**config.mk**
```make
export PLATFORM = sky130hd
export DESIGN_NAME = c8ic_ram
export DESIGN_NICKNAME = d
export VERILOG_FILES = /design/src/design/c8ic_ram.sv
export SDC_FILE = /design/constraint.sdc
export NUM_CORES = 2
export LEC_CHECK = 0
export CORE_MARGIN = 2
export CORE_UTILIZATION = 57
export CTS_CLUSTER_DIAMETER = 50
export DETAILED_ROUTE_END_ITERATION = 6
export DONT_BUFFER_PORTS = 1
export PLACE_DENSITY = 0.82
export SETUP_SLACK_MARGIN = 0.2
export SLEW_MARGIN = 20
export SYNTH_ARGS = -nofsm -noshare
export SYNTH_HDL_FRONTEND = slang
export SYNTH_SLANG_ARGS = --single-unit
```
**constraint.sdc**
```tcl
create_clock -name clk -period 3.1 [get_ports clk]
set_input_delay 0.775 -clock clk [delete_from_list [all_inputs] [get_ports clk]]
set_output_delay 0.775 -clock clk [all_outputs]
set_load 0.03 [all_outputs]
```
**src/design/c8ic_ram.sv**
```systemverilog
// c8ic_ram: generic single-port ram with registered read
// depends on nothing
module c8ic_ram #(
    parameter int WIDTH = 8,
    parameter int DEPTH = 256
) (
    input  logic                     clk,
    input  logic                     we,
    input  logic [$clog2(DEPTH)-1:0] addr,
    input  logic [WIDTH-1:0]         wdata,
    output logic [WIDTH-1:0]         rdata
);
    logic [WIDTH-1:0] mem [0:DEPTH-1];

    always_ff @(posedge clk)
    begin
        if (we)
        begin
            mem[addr] <= wdata;
        end
        rdata <= mem[addr];
    end
endmodule

```
* Word-level counts from Yosys, hierarchy flattened
Memories as Yosys holds them, arrays and structs flattened. A register that Yosys moved wholly into a read port is not among the register bits.
Cells that the tools add are included.
** Storage, ports and cells
- Flip-flop bits (word level) :: 0
- RAM bits :: 2048
- Input port bits :: 18
- Output and inout port bits :: 8
- Logic and storage cells :: 3
- Memories kept :: 1
** Memories
- mem :: words 256, width 8, read ports 1, clocked after memory_dff 1, write ports 1, RTL line 13 : logic [WIDTH-1:0] mem [0:DEPTH-1];
** Operators by class
- Multiplexer cells :: 2
** Operators with widths (number)
- $mux W1 :: 2

* Longest topological paths before layout
- Word-level depth :: 2
- Depth in mapped cells :: 10
- Depth with buffers taken out :: 5

* Worst setup path after synthesis
Ideal clock, no wire load.
- Path kind :: input to register
- Start :: input addr[1]
- End :: memory mem[111][0], enable pin
- Data arrival time :: 2.624 ns
- Required time :: 2.730 ns
- Setup slack :: 0.106 ns
- Stages :: 9
- Buffers on the path :: 5
- Cell sequence :: buf_2 clkbuf_1 clkbuf_1 nand2_1 buf_2 nor2_1 nand2_1 clkbuf_1 nor2_1
** RTL lines
- start: declaration :: RTL line 9 : input logic [$clog2(DEPTH)-1:0] addr,
- end: declaration :: RTL line 13
No word-level cell before the write port.

==> out/metrics.yaml <==
logic_synthesis:
  syn_inst: 3547
  synth_compound_area_frac: 0.03622
  ys.flop_type: "edfxtp_1"
  yosys.area.top_type_share: 0.7835
  synth_area_leader_cell: "edfxtp_1"
  yosys_warnings: 0
  synthArstFlopShare: 0
  synthSimpleGateAreaFrac: 0.01733
  ys_seq_elements: 2056
  synth.most_common_cell: "edfxtp_1"
  synthMuxAreaShare: 0.1469
  syn-num-nets: 3565
  synth_edf_count: 2048
  netlist_area_um2: 78490
  avgSynthCellArea_um2: 22.13
  yosysSeqAreaShare: 0.7855
  synth_fa_ha_area_frac: 0
  synth_cell_types: 22
  synth-xor-area-share: 0
  synth_top_family_by_area: "multiplexers"
  synth_common_cells: "edfxtp_1 (2048), mux4_2 (512), a22oi_1 (256)"
  netlist_top_cells_area: "edfxtp_1 (78%), mux4_2 (15%), a22oi_1 (2.4%)"
floorplan:
  die_height_um: 375.1
  die-width_um: 375.1
  coreArea_um2: 137200
  die_area_um2: 140700
  initial_core_util: 0.5723
  io_pins: 26
  placementRows: 136
routing:
  route.detailed.drc: 0
  drt-initial-drc-count: 6497
  wl_per_cell_um: 32.88
  vias_per_cell: 6.828
  ant_nets: 0
  firstDrtPassIters: 6
  dr_total_vias: 40050
  routed_wl_um: 192900
critical_path:
  worstSetupPathType: "in2reg"
  crit_buf_inv: 1
  crit_arrival_ps: 4740
  crit_path_max_incr_delay_ps: 1280
  path_cells: "mux4_2 > a22oi_1 > a21oi_1 > o41ai_1 > buf_4 > nand4_1"
  cpLargestDelayFamily: "multiplexers"
  end_kind: "flop"
  slowest_stage: "mux4_2"
  critPathLaunchType: "primary input"
  crit_fanout: 518
  critPathRequiredTime_ps: 3780
placement:
  place_congestion: 0.8395
  port_buffers: 0
  post_dp_cell_area_um2: 82970
  dp_hpwl_um: 100600
  dpl_worst_slack_ps: -568.5
global_route:
  grtUsageTotal: 0.2770
  grt_overflow: 0
  grt_pass1_wl_um: 281500
  antenna_found_initial: 1
  grt_max_degree: 519
  grt_pass1_vias: 41050
finish:
  fin_nets: 3935
  area_growth_pct: 13.42
  antenna_cells: 0
  fin_area_um2: 89030
  drive_above_1_share: 0.2985
  fillers: 8139
  fin_util: 0.6491
cts:
  cts_made_buffers: 195
  cts_root_buf: "clkbuf_16"
  clock_path_buffers: 3
  clkSinkCount: 2056
  post_cts.repair.setup_buffers: 0
  htreeDepth: 4
  cts_tree: "done"
  clk_latency_ps: 820
  cts.clk_slew.worst_paths_ps: 60
power_and_ir_drop:
  vdd_ir_drop_max_mv: 0.5136
  leakage_nw: 27.71
  power_density_nw_per_um2: 621.5
  total_power_mw: 55.33
sta:
  rsz0062_at_grt: "no"
  worstMarginPinSlew_ps: 2437
  max_freq_mhz: 245.9
  hold_viol: 0
  finalCritPeriodShare: 1.312
  drv_slew: 678
  fin_crit_ps: 4067
  layout_setup_ws_ps: -967.2
  slew_headroom: -0.6245
  skew_ps: 38.32
  finalSetupViolations: 764
flow_run:
  maxCapViolCount: 0
hold_path:
  hold_path_class: "in2reg"
run_status:
  status: "finished, violations left"
  violations: "max-slew violations, negative setup slack"
==> power breakdown <==
group | leakage [nW] | switching, mW | total, mW | internal, mW
clock network | 2.94 | 10.2 | 22.8 | 12.6
registers | 18.5 | 0.0798 | 30.7 | 30.6
logic | 6.30 | 0.853 | 1.81 | 0.954
total | 27.7 | 11.1 | 55.3 | 44.2
==> worst reg2reg max path, cell delays in order (launching register included) <==
cell      delay (ps)
edfxtp_1         350
mux4_2           480
a22oi_1          460
a21oi_1          250
o41ai_1          710
buf_4            270
nand4_1          120
==> flip-flops by register name, indices dropped and copies added, names as in the netlist <==
register and count:
rdata 8, mem 2048
==> worst paths after layout <==
path | from | end | slack (ps) | cells past startpoint
hold / removal | wdata[7] | mem[87][7]$_DFFE_PP_ | 70 | 0
setup / recovery | addr[0] | rdata[5]$_DFF_P_ | -970 | 6
setup reg to reg | mem[219][5]$_DFFE_PP_ | rdata[5]$_DFF_P_ | 320 | 6
hold reg to reg | mem[7][5]$_DFFE_PP_ | rdata[5]$_DFF_P_ | 970 | 5
==> per-layer routing <==
metal,wire length (um),GRT usage
met2,94330,0.4432
met4,7458,0.1024
met1,64860,0.3645
met5,67,0.003087
met3,26140,0.08250
==> placed cells by master, fill, tap and decap left out, types with 4 or more instances in the layout <==
master and n:
clkinv_8 6, mux4_2 512, inv_6 6, nor2_1 198, nand4_1 8, clkinv_2 28, edfxtp_1 2048, buf_12 14
nand2_1 28, nor2_2 33, dfxtp_1 8, bufinv_16 11, clkinv_1 44, nand3_1 12, clkbuf_1 50, nor2b_1 5
a22oi_1 256, clkbuf_16 196, nand2b_1 6, nor3_1 30, a21oi_1 128, clkinvlp_4 4, buf_4 391, o41ai_1 31
==> kinds of logic after synthesis <==
logic type / Yosys count
buf+inv: 233
compound gates: 416
flops: 2056
mux: 512
simple gates: 330
==> what timing repair did <==
item | in CTS | in global routing
endpoints found under the setup margin | 0 | 1
hold endpoints to repair | 0 | 0
hold buffers | 0 | 0
gates resized for setup | 0 | 1
==> per-stage QoR <==
step | hold slack [ps] | std cells | setup TNS (ps)
6_report | 73.82 | 5865 | -116730
3_3_place_gp | 920.1 | 5514 | -1093
3_5_place_dp | 904.5 | 5514 | -1950
4_1_cts | 34.33 | 5865 | 0
2_1_floorplan | 819.1 | 3547 | 0
5_1_grt | 38.65 | 5865 | 0
==> final cells by class <==
type,instances,area [um^2],area share
flip-flops and latches,2056,61660,0.6926
multi-input cells,1258,15850,0.1781
clock buffers,246,5092,0.05720
repair buffers,405,3216,0.03612
well taps,1794,2245,0.02521
clock inverters,105,957.2,0.01075
inverters,1,3.754,0.00004216
No activity file was read; power rests on OpenSTA's default activity.
